File: src/sv/rwihl_pkg.sv
package rwihl_pkg;

  localparam int unsigned ROM_DEPTH_DEF = 65536;
  localparam int unsigned OFF_W         = 16;
  localparam int unsigned EXT_W         = 17;
  localparam int unsigned CFG_IDX_W     = 1;
  localparam int unsigned QUEUE_DEPTH   = 2;

  // Opcodes of an input item
  localparam logic [2:0] OP_ERASE = 3'd0;
  localparam logic [2:0] OP_HEX   = 3'd1;
  localparam logic [2:0] OP_RAW   = 3'd2;
  localparam logic [2:0] OP_READ  = 3'd3;

  // Configuration register indexes
  localparam logic [CFG_IDX_W-1:0] CFG_BASE  = 1'd0;
  localparam logic [CFG_IDX_W-1:0] CFG_PAGES = 1'd1;

  localparam logic [15:0] BASE_RST  = 16'hF800;
  localparam logic [8:0]  PAGES_RST = 9'd8;
  localparam logic [8:0]  PAGES_MAX = 9'd256;

  localparam logic [7:0] BYTE_FF   = 8'hFF;
  localparam logic [7:0] KIND_DATA = 8'h00;
  localparam logic [7:0] KIND_EOF  = 8'h01;
  localparam logic [7:0] CH_COLON  = 8'h3A;
  localparam logic [7:0] CH_LF     = 8'h0A;
  localparam logic [7:0] CH_SPACE  = 8'h20;
  localparam logic [7:0] CH_TAB    = 8'h09;
  localparam logic [7:0] CH_CR     = 8'h0D;

  typedef enum logic [2:0] {
    PH_LINE_START,
    PH_SKIP_LINE,
    PH_HEADER,
    PH_DATA,
    PH_CHECKSUM,
    PH_DONE
  } phase_t;

  typedef enum logic [1:0] {
    CMD_NONE,
    CMD_STORE,
    CMD_READ,
    CMD_ERASE
  } cmd_kind_t;

  typedef enum logic [1:0] {
    BK_IDLE,
    BK_READ,
    BK_CLEAR
  } back_state_t;

  typedef struct packed {
    cmd_kind_t        kind;
    logic [OFF_W-1:0] off;
    logic [7:0]       data;
    logic             hit;
    logic [EXT_W-1:0] extent;
    logic             cerr;
    logic             eof;
  } cmd_t;

  typedef struct packed {
    logic full;
    logic empty;
  } q_stat_t;

  typedef struct packed {
    logic init;
    logic pop;
  } back_stat_t;

endpackage

File: src/sv/rwihl_queue.sv
module rwihl_queue (
  input  logic                clk,
  input  logic                rst_n,
  input  logic                push,
  input  rwihl_pkg::cmd_t     push_cmd,
  input  logic                pop,
  output rwihl_pkg::cmd_t     head,
  output rwihl_pkg::q_stat_t  stat
);

  localparam int unsigned PW = $clog2(rwihl_pkg::QUEUE_DEPTH);

  rwihl_pkg::cmd_t slot_r [rwihl_pkg::QUEUE_DEPTH];
  logic [PW-1:0]   wp_r, rp_r;
  logic [PW:0]     cnt_r, cnt_nxt;

  assign head       = slot_r[rp_r];
  assign stat.full  = (cnt_r == (PW+1)'(rwihl_pkg::QUEUE_DEPTH));
  assign stat.empty = (cnt_r == '0);
  assign cnt_nxt    = cnt_r + (PW+1)'(push) - (PW+1)'(pop);

  // Store pushed items
  always_ff @(posedge clk) begin
    if (push) begin
      slot_r[wp_r] <= push_cmd;
    end
  end

  // Advance pointers and count
  always_ff @(posedge clk) begin
    if (!rst_n) begin
      wp_r  <= '0;
      rp_r  <= '0;
      cnt_r <= '0;
    end else begin
      if (push) wp_r <= wp_r + 1'b1;
      if (pop)  rp_r <= rp_r + 1'b1;
      cnt_r <= cnt_nxt;
    end
  end

endmodule

File: config.mk
export PLATFORM = sky130hd
export DESIGN_NAME = rwihl_queue
export DESIGN_NICKNAME = d
export VERILOG_FILES = /design/src/sv/rwihl_pkg.sv /design/src/sv/rwihl_queue.sv
export SDC_FILE = /design/constraint.sdc
export NUM_CORES = 1
export LEC_CHECK = 0
export BUFFER_PORTS_ARGS = -buffer_cell sky130_fd_sc_hd__buf_2
export CAP_MARGIN = 10
export CORE_ASPECT_RATIO = 0.75
export CORE_UTILIZATION = 45
export DETAILED_ROUTE_END_ITERATION = 6
export PLACE_DENSITY = 0.72
export SYNTH_ARGS = -nofsm -noshare
export SYNTH_HDL_FRONTEND = slang
export SYNTH_SLANG_ARGS = --single-unit
File: constraint.sdc
create_clock -name clk -period 2.79 [get_ports clk]
set_clock_uncertainty 0.1 [all_clocks]
set_input_delay 0.4185 -clock clk [delete_from_list [all_inputs] [get_ports clk]]
set_output_delay 0.4185 -clock clk [all_outputs]
set_load 0.1 [all_outputs]
Word level (Yosys, flattened, before mapping)
Memories as Yosys holds them, arrays and structs flattened. A register that Yosys moved wholly into a read port is not among the register bits.
Index checks and enable logic that the tools add are counted.
{"block": "totals", "reg_bits": 4, "ram_bits": 92, "in_bits": 50, "out_inout_bits": 48, "elab_cells": 14, "mem_count": 1}
{"name": "slot_r", "words": 2, "word_bits": 46, "read_ports": 1, "rd_clocked_by_memory_dff": 1, "wr": 1, "line": "rwihl_queue.sv:13", "text": "rwihl_pkg::cmd_t slot_r [rwihl_pkg::QUEUE_DEPTH];"}
{"block": "op_classes", "n_addsub": 4, "eq_ne": 1, "mux": 4, "n_reduce_logical": 1}
{"operator": "$mux 1", "n": 4}
{"operator": "$add 1x1->1 const B", "n": 2}
{"operator": "$add 2x1->2", "n": 1}
{"operator": "$eq 2x2->1 const B", "n": 1}
{"operator": "$logic_not 2->1", "n": 1}
{"operator": "$sub 2x1->2", "n": 1}

Longest topological paths before layout
Gate-level depths: netlist (run 1).
{"block": "depth", "word_depth": 3, "mapped_depth": 6, "ltp_nobuf": 6}

Least setup slack after synthesis (run 1)
No wires, ideal clock.
{"block": "synth_path", "kind": "input to register", "start": "input port push", "end": "memory slot_r[0][0] (netlist name) (enable)", "setup_time_ps": 456, "t_arrival_ps": 2495, "required_time_ps": 2234, "path_slack_ps": -261, "stages": 1, "path_cell_list": "nor2b_1"}
{"block": "synth_via", "elab_chain_len": 2}
{"element": "start, declared", "line": "rwihl_queue.sv:4", "text": "input logic push,"}
{"element": "$mux 1", "line": "rwihl_queue.sv:24", "text": "if (push) begin"}
{"element": "$mux 1 (implied by the code)", "line": "rwihl_queue.sv:25", "text": "slot_r[wp_r] <= push_cmd;"}
{"element": "end, declared", "line": "rwihl_queue.sv:13"}
No other way between the ends.

==> results of run 1 <==
## area by class of cell
type,count,share of cell area
sequential,97,0.632
timing repair buffer,102,0.121
tap,105,0.0290
multi-input combinational,60,0.175
inverter,2,0.00166
clock buffer,11,0.0290
clock inverter,5,0.0124
## layout by cell type (no fill, tap or decap)
cell	n
buf_2	97
buf_12	2
clkinvlp_4	3
and2_2	1
nor2_1	1
nor2b_1	3
buf_4	3
and2_1	3
xnor3_1	1
clkbuf_8	9
clkbuf_1	2
edfxtp_1	92
dfxtp_1	4
inv_1	2
dfxtp_4	1
mux2_4	40
ha_1	2
xor2_1	1
mux2_2	6
clkinv_1	1
bufinv_16	1
nor2b_4	1
o21a_1	1
## routing by layer
layer | wire [um] | GRT usage | share of wire | up-vias
met3 | 449 | 0.0490 | 0.075 | 11
met4 | 81 | 0.0534 | 0.013 | 0
li1 | - | - | - | 852
met5 | 0 | 0 | 0 | -
met1 | 2750 | 0.183 | 0.46 | 890
met2 | 2740 | 0.232 | 0.46 | 66
## registers in the layout (all words and copies together) (netlist names), named ones only
name / cells
rp_r: 1
wp_r: 1
cnt_r: 2
slot_r: 92
## report_power, final
part,total [W],internal (W),switching (W),leakage (nW)
logic,0.000912,0.000214,0.000697,0.808
clock network,0.000856,0.000412,0.000444,0.0832
registers,0.00172,0.00168,0.0000355,0.906
total,0.00348,0.00231,0.00118,1.80
## metrics by stage
| stage | area, um^2 | util | power [W] |
|---|---|---|---|
| floorplan | 3750 | - | 0.00254 |
| global placement | 4350 | 0.544 | 0.00266 |
| detailed placement | 4350 | 0.544 | 0.00267 |
| CTS | 4540 | 0.568 | 0.00352 |
| global route | 4540 | 0.568 | 0.00360 |
| finish | 4540 | 0.568 | 0.00348 |
## how the worst max path moves through the flow
stage	start	to	slack (ns)	depth (start not counted)
6_report	register	head[42]	0.43	3
3_3_place_gp	register	head[42]	0.80	3
3_5_place_dp	register	head[42]	0.79	3
2_1_floorplan	cnt_r[1]	stat[1]	0.57	1
5_1_grt	register	head[42]	0.34	3
4_1_cts	register	head[42]	0.38	3
## worst max-delay path: cells and delay by family (launching register included)
family                 cells  cell delay [ns]
buffers and inverters      2             0.58
flip-flops                 1             0.55
multiplexers               1             0.35
## logic make-up (layout without fill, tap and decap cells)
logic type | after synthesis | after routing | synth area share
compound gates | 1 | 1 | 0.00200
xor+xnor | 2 | 2 | 0.00835
fa+ha+maj | 2 | 2 | 0.00668
buf+inv | 7 | 120 | 0.0264
flops | 97 | 97 | 0.764
mux | 46 | 46 | 0.178
simple gates | 9 | 9 | 0.0144
==> impl_results.md, run 1 <==
- WS Path Type: register to primary output
- Die Wd: 107 um
- Slowest cell on the critical path: dfxtp_4
- Syn. warnings: 0
- Worst path cell trace: buf_4 -> mux2_2 -> buf_2
- Status: completed
- Post-CTS resize count: 0
- CP Capture Type: primary output
- I/O Buffers: 97
- WP data required: about 2.3 ns
- Mapped Area: 3750 um^2
- Hold worst-path end: slot_r[0][4]
- CTS tree: built
- Origin of the worst min-delay path: push_cmd[4]
- Area contributors post-synth: edfxtp_1 74%, mux2_4 16%, dfxtp_1 2.7%
- Number of enable flip-flop cells after synthesis: just over 90
- Final setup fails: 0
- Dominant synthesized flop cell: edfxtp_1
- R2R Path End: slot_r[1][45]
- Via Count: 1819
- Worst EP arrival: 1.84 ns
- Sequential cell area: 2870 um^2
- GP Congestion: approximately 0.7
- Leakage dissipation: about 1.8 nW
- Hold_buf cts: 0
- Post-Synthesis Cells: roughly 160
- Overall die height: 81.0 um
- Row cnt: 28
- Via density per instance: about 4.8
- Dominant cell type by area after synthesis: edfxtp_1
- Hold_ws: 0.154 ns
- Worst skew pair latency: around 0.35 ns
- CTS sink cnt: 97
- HP Class: input pin to register
- Area Growth Syn to Fin: 21.0%
- Synth cell types: 14
- Initial DRC Count: between 40 and 50
- Mean Syn Cell Area: between 20 and 25 um^2
- Worst vdd ir: 0.442 mV
- Period utilisation layout: 0.846
- Critical Path Max Stage Delay: around 0.55 ns
- IO Pins: 98
- Minimum clock period: 2.36 ns
- Post-synthesis async set-or-reset flop share: 0
- Worst slew pin tran: 0.618 ns
- Largest net degree at the start of global routing: 28
- Hold path cells: 1
- Htree depth: 3
- Fin nets: 324
- Max Cap Viol: 0
- Fin. max-slew vios: 0
- Worst r2r src: wp_r
- Global-route wire length before repair: 9000 um
- WL final: 6030 um
- Max clock buf depth: 2
- Core Footprint: 7990 um^2
- Yosys reg bits: 97
- Setup crit start kind: register
- Highest fanout seen on the critical path: 16
- Post-route non-filler standard cell count: 382
- Share of layout cells above drive strength 1: 0.592
- DP HPWL: ~4100 um
- Vias in the first global route: 1832
- DRC errors left: 0
- Initial antenna violation count: 0
- Syn_nets: 216
- Top cells by count, synth: 92 x edfxtp_1, 40 x mux2_4, 6 x mux2_2
- Yosys top cell area share: 0.737
- Initial Util: 0.469
- Post-route setup slack: around 0.43 ns
- # diodes: 0
- CTS root buffer: clkbuf_8
- CTS Buf Count: 9
- RSZ-0062 raised after global routing: no
- Total Routing Usage GR: 0.144
- Setup Fix Bufs, Post-CTS: 0
- Area of the multi-input gates: roughly 790 um^2
- Cells after DPL: roughly 370
- Die area: 8700 um^2
- Post-Place Worst Slack: 0.792 ns
- Setup TNS: 0 ns
- Reg2Reg Setup Slack: roughly 1.1 ns
- Max-Slew Margin vs Limit: 0.588
- Fillers: 633
- DRT Pass-1 Iters: 4
- Final hold vios: 0
- Pwr dens: roughly 770 nW/um^2
- ANT nets after route: 0
- Clock transition at path regs: 0.09 ns
- Sequential fraction of the synthesis area: 0.764
- R2R depth: 2
- GRT overflow: 0
- Routed WL per cell: ~16 um
- Most frequent cell after synthesis: edfxtp_1
- Maximum clock rate: 424 MHz
Note: power is estimated with default switching activity, not from simulation.
==> run 2: changes to the inputs <==
--- a/config.mk
+++ b/config.mk
@@ -10,7 +10,7 @@
 export CORE_ASPECT_RATIO = 0.75
 export CORE_UTILIZATION = 45
 export DETAILED_ROUTE_END_ITERATION = 6
-export PLACE_DENSITY = 0.72
+export PLACE_DENSITY = 0.7
 export SYNTH_ARGS = -nofsm -noshare
 export SYNTH_HDL_FRONTEND = slang
 export SYNTH_SLANG_ARGS = --single-unit
==> constraint.sdc (replaced) <==
create_clock -name clk -period 2.3 [get_ports clk]
set_clock_uncertainty 0.1 [all_clocks]
set_input_delay 0.345 -clock clk [delete_from_list [all_inputs] [get_ports clk]]
set_output_delay 0.345 -clock clk [all_outputs]
set_load 0.1 [all_outputs]
==> impl_results.md, run 2 (synthesis gave the netlist of run 1 again) <==
- Initial Util: 0.469 (unchanged)
- Initial DRC Count: 60 (was 43)
- Most flops, register: slot_r (unchanged)
- Commonest non-fill, non-tap cell in the layout: buf_2 (unchanged)
- Critical Path Max Stage Delay: 0.38 ns (was 0.55 ns)
- Fin nets: 324 (unchanged)
- Row cnt: 28 (unchanged)
- Clock transition at path regs: 0.09 ns (about the same)
- Slowest cell on the critical path: mux2_2 (was dfxtp_4)
- Area after DPL: 4350 um^2 (about the same)
- RSZ-0062 raised after global routing: no (unchanged)
- # diodes: 0 (unchanged)
- Final hold vios: 0 (unchanged)
- WP data required: 1.86 ns (was 2.27 ns)
- Area Growth Syn to Fin: 20.9% (was 21.0%)
- Worst path top cell family by delay: buffers and inverters (unchanged)
- Max-Slew Margin vs Limit: 0.670 (was 0.588)
- Global-route wire length before repair: 9320 um (was 9000 um)
- Setup TNS: 0 ns (unchanged)
- ANT nets after route: 0 (unchanged)
- Worst path cell trace: buf_12 -> mux2_2 -> buf_2 (was buf_4 -> mux2_2 -> buf_2)
- Reg2Reg Setup Slack: 0.81 ns (was 1.12 ns)
- WL final: 6000 um (was 6030 um)
- Initial antenna violation count: 0 (unchanged)
- CTS root buffer: clkbuf_8 (unchanged)
- Area of the multi-input gates: 795 um^2 (unchanged)
- Crit path buffers/inverters: 2 (unchanged)
- DRC errors left: 0 (unchanged)
- Post-route non-filler standard cell count: 381 (was 382)
- Via Count: 1806 (was 1819)
- CTS sink cnt: 97 (unchanged)
- Fin. max-slew vios: 0 (unchanged)
- Max Cap Viol: 0 (unchanged)
- CTS tree: built (unchanged)
- CP Capture Type: primary output (unchanged)
- Routed WL per cell: 15.7 um (was 15.8 um)
- Worst vdd ir: 0.663 mV (was 0.442 mV)
- WS Path Type: register to primary output (unchanged)
- Overall die height: 81.0 um (unchanged)
- Vias in the first global route: 1869 (was 1832)
- DP HPWL: 4020 um (was 4140 um)
- Share of layout cells above drive strength 1: 0.594 (was 0.592)
- Worst skew pair latency: 0.35 ns (about the same)
- CTS Buf Count: 9 (unchanged)
- Sequential cell area: 2860 um^2 (was 2870 um^2)
- Commonest cells after routing, fill and taps aside: 97 x buf_2, 92 x edfxtp_1, 40 x mux2_4 (unchanged)
- Final instance area: 4530 um^2 (was 4540 um^2)
- Largest net degree at the start of global routing: 36 (was 28)
- IO Pins: 98 (unchanged)
- Top Registers: slot_r (92), cnt_r (2) (unchanged)
- Core Footprint: 7990 um^2 (unchanged)
- Final setup fails: 0 (unchanged)
- Highest fanout seen on the critical path: 35 (was 16)
- Die area: 8700 um^2 (unchanged)
- Status: completed (unchanged)
- Total Routing Usage GR: 0.148 (was 0.144)
- Post-CTS resize count: 0 (unchanged)
- Pwr dens: 933 nW/um^2 (was 768 nW/um^2)
- Max clock buf depth: 2 (unchanged)
- Minimum clock period: 2.12 ns
- GP Congestion: 0.660 (was 0.718)
- Htree depth: 3 (unchanged)
- Cells after DPL: 366 (unchanged)
- Setup crit start kind: register (unchanged)
- HP Class: input pin to register (unchanged)
- Maximum clock rate: 472 MHz
- Die Wd: 107 um (unchanged)
- Hold_buf cts: 0 (unchanged)
- Worst slew pin tran: 0.499 ns (was 0.618 ns)
- Fillers: 650 (was 633)
- GRT overflow: 0 (unchanged)
- Worst EP arrival: 1.67 ns (was 1.84 ns)
- I/O Buffers: 97 (unchanged)
- Max FFs per register: 92 (unchanged)
- DRT Pass-1 Iters: 4 (unchanged)
- Via density per instance: 4.74 (was 4.76)
- Setup Fix Bufs, Post-CTS: 0 (unchanged)
- Leakage dissipation: 1.80 nW (about the same)
- Period utilisation layout: 0.921
==> run 2: cell count changes in the layout (fill, tap and decap cells not counted), sizes merged <==
| cell | previous run | this run |
|---|---|---|
| clkinvlp | 3 | 1 |
| clkinv | 1 | 2 |
==> run 2: layout make-up <==
type	instances	share of cell area
flip-flops and latches	97	0.632
multi-input cells	60	0.175
repair buffers	102	0.121
clock buffers	11	0.0290
well taps	105	0.0290
clock inverters	4	0.0121
inverters	2	0.00166
==> run 2: worst paths after layout <==
check | end | cells past startpoint | startpoint
max reg2reg | slot_r[1][35] | 2 | wp_r
max | head[34] | 3 | register
min reg2reg | rp_r | 2 | rp_r
min | slot_r[0][43] | 1 | push_cmd[43]
==> run 2: report_power, final <==
part | switching (W) | internal (W) | total [W] | leakage, nW
Clock | 0.000539 | 0.000502 | 0.00104 | 0.0896
Combinational | 0.000856 | 0.000261 | 0.00112 | 0.808
Sequential | 0.0000319 | 0.00204 | 0.00207 | 0.905
==> run 2: per-stage QoR <==
step	hold slack (ns)	total power [W]	setup WS [ns]	utilization
3_3_place_gp	0.433	0.00322	0.580	0.544
2_1_floorplan	0.344	0.00309	0.149	-
4_1_cts	0.0584	0.00428	0.161	0.567
6_report	0.0788	0.00423	0.183	0.567
3_5_place_dp	0.436	0.00324	0.549	0.544
5_1_grt	0.0398	0.00439	0.122	0.567
==> run 2: metal layers <==
metal / up-vias / global-route usage / share of wire / wire length, um
met5: - / 0 / 0 / 0
met3: 4 / 0.0658 / 0.079 / 471
met1: 884 / 0.182 / 0.44 / 2660
li1: 849 / - / - / -
met2: 69 / 0.246 / 0.47 / 2850
met4: 0 / 0.0288 / 0.0038 / 23
