==> src/sv/rwihl_pkg.sv <==
package rwihl_pkg;

  localparam int unsigned ROM_DEPTH_DEF = 65536;
  localparam int unsigned OFF_W         = 16;
  localparam int unsigned EXT_W         = 17;
  localparam int unsigned CFG_IDX_W     = 1;
  localparam int unsigned QUEUE_DEPTH   = 2;

  // Opcodes of an input item
  localparam logic [2:0] OP_ERASE = 3'd0;
  localparam logic [2:0] OP_HEX   = 3'd1;
  localparam logic [2:0] OP_RAW   = 3'd2;
  localparam logic [2:0] OP_READ  = 3'd3;

  // Configuration register indexes
  localparam logic [CFG_IDX_W-1:0] CFG_BASE  = 1'd0;
  localparam logic [CFG_IDX_W-1:0] CFG_PAGES = 1'd1;

  localparam logic [15:0] BASE_RST  = 16'hF800;
  localparam logic [8:0]  PAGES_RST = 9'd8;
  localparam logic [8:0]  PAGES_MAX = 9'd256;

  localparam logic [7:0] BYTE_FF   = 8'hFF;
  localparam logic [7:0] KIND_DATA = 8'h00;
  localparam logic [7:0] KIND_EOF  = 8'h01;
  localparam logic [7:0] CH_COLON  = 8'h3A;
  localparam logic [7:0] CH_LF     = 8'h0A;
  localparam logic [7:0] CH_SPACE  = 8'h20;
  localparam logic [7:0] CH_TAB    = 8'h09;
  localparam logic [7:0] CH_CR     = 8'h0D;

  typedef enum logic [2:0] {
    PH_LINE_START,
    PH_SKIP_LINE,
    PH_HEADER,
    PH_DATA,
    PH_CHECKSUM,
    PH_DONE
  } phase_t;

  typedef enum logic [1:0] {
    CMD_NONE,
    CMD_STORE,
    CMD_READ,
    CMD_ERASE
  } cmd_kind_t;

  typedef enum logic [1:0] {
    BK_IDLE,
    BK_READ,
    BK_CLEAR
  } back_state_t;

  typedef struct packed {
    cmd_kind_t        kind;
    logic [OFF_W-1:0] off;
    logic [7:0]       data;
    logic             hit;
    logic [EXT_W-1:0] extent;
    logic             cerr;
    logic             eof;
  } cmd_t;

  typedef struct packed {
    logic full;
    logic empty;
  } q_stat_t;

  typedef struct packed {
    logic init;
    logic pop;
  } back_stat_t;

endpackage

==> src/sv/rwihl_front.sv <==
module rwihl_front #(
  parameter int unsigned ROM_DEPTH = rwihl_pkg::ROM_DEPTH_DEF
) (
  input  logic                           clk,
  input  logic                           rst_n,
  input  logic                           accept,
  input  logic [2:0]                     opcode,
  input  logic [7:0]                     char_or_byte,
  input  logic [15:0]                    bus_address,
  input  logic [15:0]                    base_address,
  input  logic [8:0]                     size_pages,
  output logic                           push,
  output rwihl_pkg::cmd_t                cmd
);

  localparam logic [rwihl_pkg::EXT_W-1:0] DEPTH_X = rwihl_pkg::EXT_W'(ROM_DEPTH);

  rwihl_pkg::phase_t phase_r, phase_nxt;
  logic [2:0]  nib_r, nib_nxt;
  logic [7:0]  len_r, len_nxt;
  logic [15:0] raddr_r, raddr_nxt;
  logic [7:0]  kind_r, kind_nxt;
  logic [7:0]  idx_r, idx_nxt;
  logic [7:0]  sum_r, sum_nxt;
  logic [3:0]  part_r, part_nxt;
  logic [rwihl_pkg::EXT_W-1:0] ext_r, ext_nxt;
  logic [rwihl_pkg::EXT_W-1:0] raw_r, raw_nxt;
  logic        eof_r, eof_nxt;

  logic        is_hex, is_space, is_colon, is_nl, hex_op;
  logic [3:0]  hex_v;
  logic [7:0]  kind_new, rec_byte, sum_add;
  logic [8:0]  idx_inc;
  logic [8:0]  pages_c;
  logic [rwihl_pkg::EXT_W-1:0] sz_raw, win_sz;
  logic [rwihl_pkg::EXT_W-1:0] abs_a, st_off, rd_off;
  logic        st_in, rd_hit;
  logic        cerr;

  // Classify the character
  always_comb begin
    is_hex = 1'b1;
    hex_v  = 4'd0;
    if (char_or_byte >= "0" && char_or_byte <= "9") begin
      hex_v = 4'(char_or_byte - "0");
    end else if (char_or_byte >= "A" && char_or_byte <= "F") begin
      hex_v = 4'(char_or_byte - "A" + 8'd10);
    end else if (char_or_byte >= "a" && char_or_byte <= "f") begin
      hex_v = 4'(char_or_byte - "a" + 8'd10);
    end else begin
      is_hex = 1'b0;
    end
  end

  assign is_space = (char_or_byte == rwihl_pkg::CH_SPACE) ||
                    (char_or_byte >= rwihl_pkg::CH_TAB && char_or_byte <= rwihl_pkg::CH_CR);
  assign is_colon = (char_or_byte == rwihl_pkg::CH_COLON);
  assign is_nl    = (char_or_byte == rwihl_pkg::CH_LF);
  assign hex_op   = accept && (opcode == rwihl_pkg::OP_HEX);

  assign kind_new = {kind_r[3:0], hex_v};
  assign rec_byte = {part_r, hex_v};
  assign sum_add  = sum_r + rec_byte;
  assign idx_inc  = {1'b0, idx_r} + 9'd1;

  // Window size, capped at the store depth
  assign pages_c = (size_pages > rwihl_pkg::PAGES_MAX) ? rwihl_pkg::PAGES_MAX : size_pages;
  assign sz_raw  = {pages_c, 8'h00};
  assign win_sz  = (sz_raw > DEPTH_X) ? DEPTH_X : sz_raw;

  // Window checks for a record byte and for a read
  assign abs_a  = {1'b0, raddr_r} + {9'd0, idx_r};
  assign st_off = abs_a - {1'b0, base_address};
  assign st_in  = (abs_a >= {1'b0, base_address}) && (st_off < win_sz);
  assign rd_off = {1'b0, bus_address - base_address};
  assign rd_hit = (bus_address >= base_address) && (rd_off < win_sz) && (rd_off < ext_r);

  // Parser next phase
  always_comb begin
    phase_nxt = phase_r;
    if (accept && opcode == rwihl_pkg::OP_ERASE) begin
      phase_nxt = rwihl_pkg::PH_LINE_START;
    end else if (hex_op) begin
      unique case (phase_r)
        rwihl_pkg::PH_DONE: phase_nxt = rwihl_pkg::PH_DONE;
        rwihl_pkg::PH_LINE_START: begin
          if (is_colon) begin
            phase_nxt = rwihl_pkg::PH_HEADER;
          end else if (!is_space) begin
            phase_nxt = rwihl_pkg::PH_SKIP_LINE;
          end
        end
        rwihl_pkg::PH_SKIP_LINE: begin
          if (is_nl) phase_nxt = rwihl_pkg::PH_LINE_START;
        end
        rwihl_pkg::PH_HEADER: begin
          if (is_nl) begin
            phase_nxt = rwihl_pkg::PH_LINE_START;
          end else if (!is_hex) begin
            phase_nxt = rwihl_pkg::PH_SKIP_LINE;
          end else if (nib_r == 3'd7) begin
            if (kind_new == rwihl_pkg::KIND_EOF) begin
              phase_nxt = rwihl_pkg::PH_DONE;
            end else if (kind_new != rwihl_pkg::KIND_DATA) begin
              phase_nxt = rwihl_pkg::PH_SKIP_LINE;
            end else if (len_r == 8'd0) begin
              phase_nxt = rwihl_pkg::PH_CHECKSUM;
            end else begin
              phase_nxt = rwihl_pkg::PH_DATA;
            end
          end
        end
        rwihl_pkg::PH_DATA: begin
          if (is_nl) begin
            phase_nxt = rwihl_pkg::PH_LINE_START;
          end else if (!is_hex) begin
            phase_nxt = rwihl_pkg::PH_SKIP_LINE;
          end else if (nib_r != 3'd0 && idx_inc >= {1'b0, len_r}) begin
            phase_nxt = rwihl_pkg::PH_CHECKSUM;
          end
        end
        rwihl_pkg::PH_CHECKSUM: begin
          if (is_nl) begin
            phase_nxt = rwihl_pkg::PH_LINE_START;
          end else if (!is_hex || nib_r != 3'd0) begin
            phase_nxt = rwihl_pkg::PH_SKIP_LINE;
          end
        end
        default: phase_nxt = rwihl_pkg::PH_LINE_START;
      endcase
    end
  end

  // Parser fields, loader counters and the command for the back part
  always_comb begin
    nib_nxt   = nib_r;
    len_nxt   = len_r;
    raddr_nxt = raddr_r;
    kind_nxt  = kind_r;
    idx_nxt   = idx_r;
    sum_nxt   = sum_r;
    part_nxt  = part_r;
    ext_nxt   = ext_r;
    raw_nxt   = raw_r;
    eof_nxt   = eof_r;
    cerr      = 1'b0;
    cmd.kind  = rwihl_pkg::CMD_NONE;
    cmd.off   = '0;
    cmd.data  = rec_byte;
    cmd.hit   = 1'b0;
    if (accept) begin
      unique case (opcode)
        rwihl_pkg::OP_ERASE: begin
          nib_nxt   = '0;
          len_nxt   = '0;
          raddr_nxt = '0;
          kind_nxt  = '0;
          idx_nxt   = '0;
          sum_nxt   = '0;
          part_nxt  = '0;
          ext_nxt   = '0;
          raw_nxt   = '0;
          eof_nxt   = 1'b0;
          cmd.kind  = rwihl_pkg::CMD_ERASE;
        end
        rwihl_pkg::OP_HEX: begin
          if (phase_r == rwihl_pkg::PH_LINE_START && is_colon) begin
            nib_nxt   = '0;
            len_nxt   = '0;
            raddr_nxt = '0;
            kind_nxt  = '0;
          end else if (phase_r == rwihl_pkg::PH_HEADER && is_hex) begin
            if (nib_r < 3'd2) begin
              len_nxt = {len_r[3:0], hex_v};
            end else if (nib_r < 3'd6) begin
              raddr_nxt = {raddr_r[11:0], hex_v};
            end else begin
              kind_nxt = kind_new;
            end
            if (nib_r != 3'd7) begin
              nib_nxt = nib_r + 3'd1;
            end else begin
              nib_nxt = '0;
              sum_nxt = len_r + raddr_r[15:8] + raddr_r[7:0] + kind_new;
              idx_nxt = '0;
              if (kind_new == rwihl_pkg::KIND_EOF) eof_nxt = 1'b1;
            end
          end else if ((phase_r == rwihl_pkg::PH_DATA ||
                        phase_r == rwihl_pkg::PH_CHECKSUM) && is_hex) begin
            if (nib_r == 3'd0) begin
              part_nxt = hex_v;
              nib_nxt  = 3'd1;
            end else begin
              nib_nxt = '0;
              sum_nxt = sum_add;
              if (phase_r == rwihl_pkg::PH_DATA) begin
                idx_nxt = idx_inc[7:0];
                if (st_in) begin
                  cmd.kind = rwihl_pkg::CMD_STORE;
                  cmd.off  = st_off[rwihl_pkg::OFF_W-1:0];
                  if (st_off + 1'b1 > ext_r) ext_nxt = st_off + 1'b1;
                end
              end else begin
                cerr = (sum_add != 8'd0);
              end
            end
          end
        end
        rwihl_pkg::OP_RAW: begin
          if (raw_r < win_sz) begin
            cmd.kind = rwihl_pkg::CMD_STORE;
            cmd.off  = raw_r[rwihl_pkg::OFF_W-1:0];
            cmd.data = char_or_byte;
            raw_nxt  = raw_r + 1'b1;
            if (raw_r + 1'b1 > ext_r) ext_nxt = raw_r + 1'b1;
          end
        end
        rwihl_pkg::OP_READ: begin
          cmd.kind = rwihl_pkg::CMD_READ;
          cmd.off  = rd_off[rwihl_pkg::OFF_W-1:0];
          cmd.hit  = rd_hit;
        end
        default: cmd.kind = rwihl_pkg::CMD_NONE;
      endcase
    end
    cmd.extent = ext_nxt;
    cmd.cerr   = cerr;
    cmd.eof    = eof_nxt;
  end

  assign push = accept;

  // Hold parser and loader state
  always_ff @(posedge clk) begin
    if (!rst_n) begin
      phase_r <= rwihl_pkg::PH_LINE_START;
      nib_r   <= '0;
      len_r   <= '0;
      raddr_r <= '0;
      kind_r  <= '0;
      idx_r   <= '0;
      sum_r   <= '0;
      part_r  <= '0;
      ext_r   <= '0;
      raw_r   <= '0;
      eof_r   <= 1'b0;
    end else begin
      phase_r <= phase_nxt;
      nib_r   <= nib_nxt;
      len_r   <= len_nxt;
      raddr_r <= raddr_nxt;
      kind_r  <= kind_nxt;
      idx_r   <= idx_nxt;
      sum_r   <= sum_nxt;
      part_r  <= part_nxt;
      ext_r   <= ext_nxt;
      raw_r   <= raw_nxt;
      eof_r   <= eof_nxt;
    end
  end

endmodule

==> config.mk <==
export PLATFORM = sky130hd
export DESIGN_NAME = rwihl_front
export DESIGN_NICKNAME = d
export VERILOG_FILES = /design/src/sv/rwihl_pkg.sv /design/src/sv/rwihl_front.sv
export SDC_FILE = /design/constraint.sdc
export NUM_CORES = 1
export LEC_CHECK = 0
export CORE_ASPECT_RATIO = 1.2
export CORE_MARGIN = 2
export CORE_UTILIZATION = 40
export DETAILED_ROUTE_END_ITERATION = 7
export DONT_BUFFER_PORTS = 1
export PLACE_DENSITY_LB_ADDON = 0.12
export SETUP_SLACK_MARGIN = 0.15
export SLEW_MARGIN = 20
export SYNTH_ARGS = -nofsm -noshare
export SYNTH_HDL_FRONTEND = slang
export SYNTH_SLANG_ARGS = --single-unit
export TNS_END_PERCENT = 10
==> constraint.sdc <==
create_clock -name clk -period 11.04 [get_ports clk]
set_input_delay 1.656 -clock clk [delete_from_list [all_inputs] [get_ports clk]]
set_output_delay 1.656 -clock clk [all_outputs]
set_load 0.02 [all_outputs]
### Word level (Yosys, flattened, before mapping)

Cells that the tools add are included.

| operators by class | value |
|---|---|
| add/sub/neg operators | 16 |
| $lt $le $gt $ge | 21 |
| equal/unequal tests | 34 |
| muxes and demuxes | 99 |
| bitwise logic cells | 1 |
| reductions and logical operators | 36 |

Operators with widths:

| cell | count |
|---|---|
| $mux W17 | 18 |
| $mux W8 | 15 |
| $mux W16 | 4 |
| $mux W3 | 18 |
| $pmux W17 S3 | 1 |
| $pmux W16 S3 | 1 |
| $pmux W8 S2 | 3 |
| $mux W4 | 11 |
| $add A17 B1 Y17 const B | 2 |
| $gt A17 B17 Y1 | 2 |
| $lt A16 B17 Y1 | 2 |
| $lt A17 B17 Y1 | 2 |
| $pmux W17 S2 | 1 |
| $add A8 B8 Y8 | 4 |
| $pmux W16 S2 | 1 |
| $mux W27 | 1 |
| $mux W25 | 1 |
| $ne A3 B3 Y1 const B | 7 |
| $pmux W3 S6 | 1 |
| $reduce_and A6 Y1 | 3 |
| $add A16 B8 Y17 | 1 |
| $ge A17 B16 Y1 | 1 |
| $gt A17 B17 Y1 const B | 1 |
| $mux W1 | 17 |
| 47 further kinds | 89 |

| storage, ports and cells | value |
|---|---|
| register bits | 89 |
| input port bits | 55 |
| output and inout port bits | 47 |
| logic and storage cells | 218 |

### Logic depth before layout (Yosys ltp)

Gate-level depths: netlist of run 1.

| logic depth | value |
|---|---|
| depth in word-level cells | 14 |
| depth in mapped cells | 32 |
| mapped depth without buffers | 30 |

### Worst setup path before layout of run 1

OpenSTA, ideal clock, no wires.

| timing path | value |
|---|---|
| path type | register to output |
| start point | register idx_r[0] |
| end point | output cmd[2] (netlist name) |
| data arrival time | 6.129 ns |
| required time | 9.384 ns |
| setup slack | 3.255 ns |
| stages on the path, launching flop included | 31 |
| path buffers | 1 |
| cell sequence | dfxtp_1 ha_1 inv_1 fa_1 nor2b_1 o31a_1 nor2_1 inv_1 o21ai_0 nor2_1 xor2_1 ha_1 a21o_1 or2_2 or3_1 o22ai_1 o21ai_0 xnor2_1 nand3_1 o21a_1 ha_1 nand2_1 o21ai_0 a2111oi_0 a211oi_1 nand4_1 nor4b_2 and2_1 buf_2 a22oi_1 o21ai_0 |

RTL lines:

| element | RTL line | RTL |
|---|---|---|
| from (decl) | rwihl_front.sv:23 | `logic [7:0] idx_r, idx_nxt;` |
| from (signal assigned) | rwihl_front.sv:253 | `idx_r <= idx_nxt;` |
| to (decl) | rwihl_front.sv:13 | `output rwihl_pkg::cmd_t cmd` |

==> results.toml, run 1 <==
[run_status]
status = "completed"

[cells_and_area]
nNetsFinal = 1591
area_growth_syn_to_layout_pct = 5.47
diodes = 0
fillers = 2759
drive_gt1_frac = 0.0399
layout_common_cells = "nand2_1 (146), ha_1 (144), a21oi_1 (123), inv_1 (97), dfxtp_1 (89)"
final_common_cell = "nand2_1"

[critical_path]
cp.depth = 29
path_max_fanout = 17
crit_required_ns = 9.38
start_kind = "register"
crit_type = "reg2out"
rr_startpoint = "idx_r[0]"
critPathCapture = "cmd[18]"
cp_top_family = "compound AO/OA/AOI/OAI gates"
reg2reg_slack_ns = 3.44
arrival_ns = 7.73
rr_endpoint = "ext_r[16]"
r2r_cells = 30
cpPeakStageDelay_ns = 0.63
slowest_stage = "o21ai_2"
critical_path.endpoint_type = "output pin"
cp.buffers_inverters = 2
worstSetupStartpoint = "idx_r[0]"

[floorplan]
ios = 102
core-area_mm2 = 0.0262
die_h_um = 183
start_util = 0.406
die_w_um = 153
die_area_mm2 = 0.0279
row_count = 65

[sta]
fmax_ghz = 0.107
fin_ws_ns = 1.66
setup_violations = 0
skew_ns = 0.0148
period_needed_ns = 9.38
timing.final.crit_share = 0.850
max-slew-margin-rel = 0.334
drv_slew = 0
finalHoldViolCount = 0
rsz0062_at_grt = "false"
tns_ns = 0
worst_pin_slew_ns = 0.998

[drt]
first_pass_iters = 4
via_count = 9929
ant_nets = 0
routed_via_density = 5.79
drtIter0Drc = 553
drc = 0
drt-wirelength-per-cell_um = 20.6
routed_wl_mm = 35.3

[cts]
clock_latency_ns = 0.38
ctsHtreeMaxLevel = 3
cts_hold_buf = 0
post-cts-setup-buffer-count = 0
cts.repair.resized = 0
clkTransAtPathRegs_ns = 0.08
cts_tree = "done"
cts.sinks = 89
clk_path_buf_depth = 2
clockRootBuffer = "clkbuf_16"
cts_buffers = 9

[grt]
grt_pass1_wl_mm = 54.4
grt_usage = 0.250
grt_pass1_vias = 9636
grt_max_degree = 82
grt-ovfl-total = 0
antenna_found_initial = 0

[yosys]
yosysTopAreaCell = "ha_1"
synth_seq_cells = 89
yosys.cell_types.count = 80
syn_area_per_cell_um2 = 7.55
synthCells = 1408
synth_top_area_frac = 0.170
synth_area_mm2 = 0.0106
synthFlopType = "dfxtp_1"
synth_area_leaders = "ha_1 (17%), dfxtp_1 (17%), a21oi_1 (5.8%), nand2_1 (5.2%), xnor2_1 (4.7%)"
synth_edf_count = 0
syn_nets = 1625
yosys_warnings = 0
async_flop_share = 0
synth-seq-area-share = 0.168

[power]
p_int_mw = 0.561
switching_power_mw = 0.298
leakagePower_nw = 4.73
powerDensity_mw_per_mm2 = 76.7
clockPowerShare = 0.377
p_sw_frac = 0.347
comb_power_share = 0.248
ir_drop_v = 0.0000627
p_seq_frac = 0.375

[place]
pre_cts_ws_ns = 2.14
gp_congestion = 0.966
dp_hpwl_mm = 28.6
port_buffers = 0

[min_path]
hold_path.class = "reg2reg"

[run]
maxCapViolations = 0
metrics by stage:
stage,total power [mW],instances,cell area [um^2],hold slack (ns),utilization
floorplan,0.489,1408,10600,0.439,-
global placement,0.540,1698,10900,0.458,0.417
detailed placement,0.541,1698,10900,0.466,0.417
CTS,0.867,1714,11200,0.488,0.428
global route,0.901,1714,11200,0.535,0.428
finish,0.860,1714,11200,0.484,0.428
cells in the mapped netlist, types with 9 or more instances:
cell type / count
nand4_1: 21
mux2i_1: 17
a21o_1: 31
o21ai_0: 59
ha_1: 144
nor3_1: 40
dfxtp_1: 89
and3_1: 21
or3_1: 11
o21bai_1: 12
fa_1: 18
a211oi_1: 11
a22oi_1: 23
xnor2_1: 57
nand2b_1: 15
o21a_1: 20
and2_1: 20
clkbuf_1: 46
nor2_1: 85
a21boi_0: 37
nor2b_1: 39
nand2_1: 146
nand3_1: 51
xor2_1: 31
nor3b_1: 9
inv_1: 97
a21oi_1: 123
o21ai_1: 9
tightest hold or removal path: cells and delay by family (launching register included):
kind,cells,cell delay [ns]
simple gates,1,0.09
compound gates,1,0.05
flops,1,0.32
how the worst min path moves through the flow:
stage                   from        to  slack [ns]  depth (start not counted)
floorplan              eof_r     eof_r        0.44                          2
global placement       eof_r     eof_r        0.46                          2
detailed placement     eof_r     eof_r        0.47                          2
CTS                    eof_r     eof_r        0.49                          2
global route        ext_r[6]  ext_r[6]        0.54                          2
finish                 eof_r     eof_r        0.48                          2
layer usage:
| metal | global-route usage | up-vias | share of wire |
|---|---|---|---|
| li1 | - | 4974 | - |
| met1 | 0.293 | 4689 | 0.41 |
| met2 | 0.463 | 209 | 0.52 |
| met3 | 0.0216 | 57 | 0.031 |
| met4 | 0.112 | 0 | 0.039 |
| met5 | 0 | - | 0 |
cell type report:
class | count | area (um^2) | area share
tap | 335 | 419 | 0.0374
clock buffer | 9 | 225 | 0.0201
inverter | 98 | 368 | 0.0328
sequential | 89 | 1780 | 0.159
timing repair buffer | 12 | 90.1 | 0.00804
clock inverter | 7 | 71.3 | 0.00636
multi-input combinational | 1164 | 8250 | 0.736
state kept, by name, indices dropped and copies added (netlist names):
| name | cells |
|---|---|
| ext_r | 17 |
| raw_r | 17 |
| raddr_r | 16 |
| idx_r | 8 |
| len_r | 8 |
| sum_r | 8 |
| kind_r | 4 |
| part_r | 4 |
| nib_r | 3 |
| phase_r | 3 |
| eof_r | 1 |
kinds of logic after synthesis:
logic type	share of synthesized area
DFF	0.168
and+or+nand+nor	0.234
xor gates and xnor gates	0.0725
adders and majority gates	0.203
muxes	0.0213
AOI/OAI and AO/OA	0.243
buffers and inverters	0.0578
power by group through the flow:
stage	sequential, mW	combinational, mW	clock, mW
global placement	0.330	0.210	0
global route	0.323	0.238	0.341
detailed placement	0.330	0.211	0
finish	0.323	0.213	0.324
CTS	0.323	0.212	0.332
floorplan	0.330	0.160	0
No activity file was read; power rests on OpenSTA's default activity.
==> run 2, diff against run 1 <==
- clock period: 11.04 -> 8.3 ns (I/O delays scaled with it)
==> run 2 against run 1 <==
Compared with the run above:
- clock-buffer cell count unchanged
- sequential power up 33%
- cell count rose by 1.5%
- global-route usage decreased by 0.11 points
- flip-flop and latch count is the same
- wire length grew 0.55%
- cell area rose by 3.9%
- register-to-register slack worse by 1.8 ns
- die area is the same
- worst hold slack improved by 0.016 ns
- critical path type unchanged
- sequential share of layout area fell by 0.52 points
- non-clock buffer count rose by 25
==> results.toml, run 2 (synthesized netlist as in run 1, its figures left out) <==
[floorplan]
die_area_mm2 = 0.0279
start_util = 0.406
core-area_mm2 = 0.0262
row_count = 65
die_w_um = 153
die_h_um = 183
ios = 102

[sta]
finalHoldViolCount = 0
skew_ns = 0.0134
fmax_ghz = 0.126
max-slew-margin-rel = 0.436
tns_ns = 0
timing.final.crit_share = 0.959
fin_ws_ns = 0.342
worst_pin_slew_ns = 0.846
period_needed_ns = 7.96
rsz0062_at_grt = "true"
setup_violations = 0
drv_slew = 0

[cts]
cts.sinks = 89
cts_buffers = 9
clkTransAtPathRegs_ns = 0.08
ctsHtreeMaxLevel = 3
cts_hold_buf = 0
cts_tree = "done"
clock_latency_ns = 0.37
clockRootBuffer = "clkbuf_16"
clk_path_buf_depth = 2

[critical_path]
arrival_ns = 6.71
path_max_fanout = 5
critical_path.endpoint_type = "output pin"
crit_required_ns = 7.05
rr_startpoint = "raddr_r[0]"
crit_type = "reg2out"
r2r_cells = 34
reg2reg_slack_ns = 1.66
slowest_stage = "dfxtp_4"
rr_endpoint = "ext_r[0]"
start_kind = "register"
cpPeakStageDelay_ns = 0.37

[drt]
routed_wl_mm = 35.5
drc = 0
drt-wirelength-per-cell_um = 20.4
first_pass_iters = 7
ant_nets = 0
routed_via_density = 5.79
via_count = 10076
drtIter0Drc = 499

[grt]
antenna_found_initial = 1
grt_pass1_wl_mm = 54.8
grt-ovfl-total = 0
grt_usage = 0.249
grt_pass1_vias = 9723
grt_max_degree = 82

[power]
comb_power_share = 0.256
powerDensity_mw_per_mm2 = 99.6
leakagePower_nw = 4.90
switching_power_mw = 0.406
p_seq_frac = 0.370
p_sw_frac = 0.350
clockPowerShare = 0.375
p_int_mw = 0.753
ir_drop_v = 0.0000901

[place]
pre_cts_ws_ns = 0.0650
place_inst = 1710
placed_area_mm2 = 0.0110
port_buffers = 0
dp_hpwl_mm = 28.5
gp_congestion = 0.987

[min_path]
hold-path-cell-count = 2
hold_path.class = "reg2reg"
hold_start = "ext_r[3]"
min_delay_worst_endpoint = "ext_r[3]"

[cells_and_area]
layout_common_cells = "nand2_1 (145), ha_1 (140), a21oi_1 (120), inv_1 (97), dfxtp_1 (84)"
final_cell_count_no_fill = 1740
drive_gt1_frac = 0.0826
multiInputGateArea_mm2 = 0.00848
fillers = 2750
area_growth_syn_to_layout_pct = 9.61
diodes = 0
final_common_cell = "nand2_1"
reg.largest.list = "ext_r (17), raw_r (17), raddr_r (16)"
fin_area_mm2 = 0.0116
nNetsFinal = 1617
ff_latch_area_mm2 = 0.00179

[run]
maxCapViolations = 0

[run_status]
status = "completed"
run 2: changes by cell type in the layout (fill, tap and decap cells not counted), sizes merged:
| cell | change |
|---|---|
| and2 | +1 |
| buf | +25 |
| clkinv | +2 |
| inv | -2 |
run 2: final cells by class:
cell class | instances | area share
Tap cell | 335 | 0.0360
Sequential cell | 89 | 0.154
Timing Repair Buffer | 37 | 0.0254
Clock inverter | 7 | 0.00634
Multi-Input combinational cell | 1165 | 0.728
Inverter | 98 | 0.0316
Clock buffer | 9 | 0.0193
run 2: stage by stage:
step / hold slack [ns] / util / total power [mW]
6_report: 0.500 / 0.445 / 1.16
2_1_floorplan: 0.439 / - / 0.651
3_3_place_gp: 0.460 / 0.420 / 0.721
5_1_grt: 0.537 / 0.445 / 1.21
4_1_cts: 0.506 / 0.435 / 1.16
3_5_place_dp: 0.482 / 0.420 / 0.722
run 2: worst max path at each step:
stage	start	endpoint	slack [ns]	depth (start not counted)
global route	raddr_r[0]	cmd[5]	0.09	35
detailed placement	raddr_r[1]	cmd[17]	0.07	30
finish	raddr_r[0]	cmd[12]	0.34	32
CTS	raddr_r[1]	cmd[12]	0.19	31
floorplan	idx_r[0]	cmd[2]	0.93	30
global placement	raddr_r[0]	cmd[17]	0.28	30
run 2: what timing repair did:
item	CTS	global route
pin swaps	4	14
setup endpoints to repair	17	17
cloned	1	1
gates resized for setup	17	37
buffers inserted	4	7
run 2: layer usage:
layer | track usage | up-vias | part of all wire
met5 | 0 | - | 0.00039
met4 | 0.0874 | 2 | 0.033
met3 | 0.0240 | 60 | 0.037
met2 | 0.477 | 257 | 0.53
met1 | 0.287 | 4739 | 0.40
li1 | - | 5018 | -
run 2: power groups by stage:
stage / combinational [mW] / clock (mW) / sequential [mW]
2_1_floorplan: 0.213 / 0 / 0.438
6_report: 0.297 / 0.434 / 0.429
3_5_place_dp: 0.283 / 0 / 0.439
4_1_cts: 0.286 / 0.440 / 0.429
5_1_grt: 0.328 / 0.453 / 0.429
3_3_place_gp: 0.282 / 0 / 0.439
run 2: worst max-delay path, delay by kind of cell, from the launching register on:
kind / cells / cell delay (ns)
AOI/OAI and AO/OA: 12 / 2.44
xor gates and xnor gates: 1 / 0.27
adders and majority gates: 4 / 0.98
buffers and inverters: 5 / 0.64
DFF: 1 / 0.37
muxes: 1 / 0.34
and+or+nand+nor: 9 / 1.30
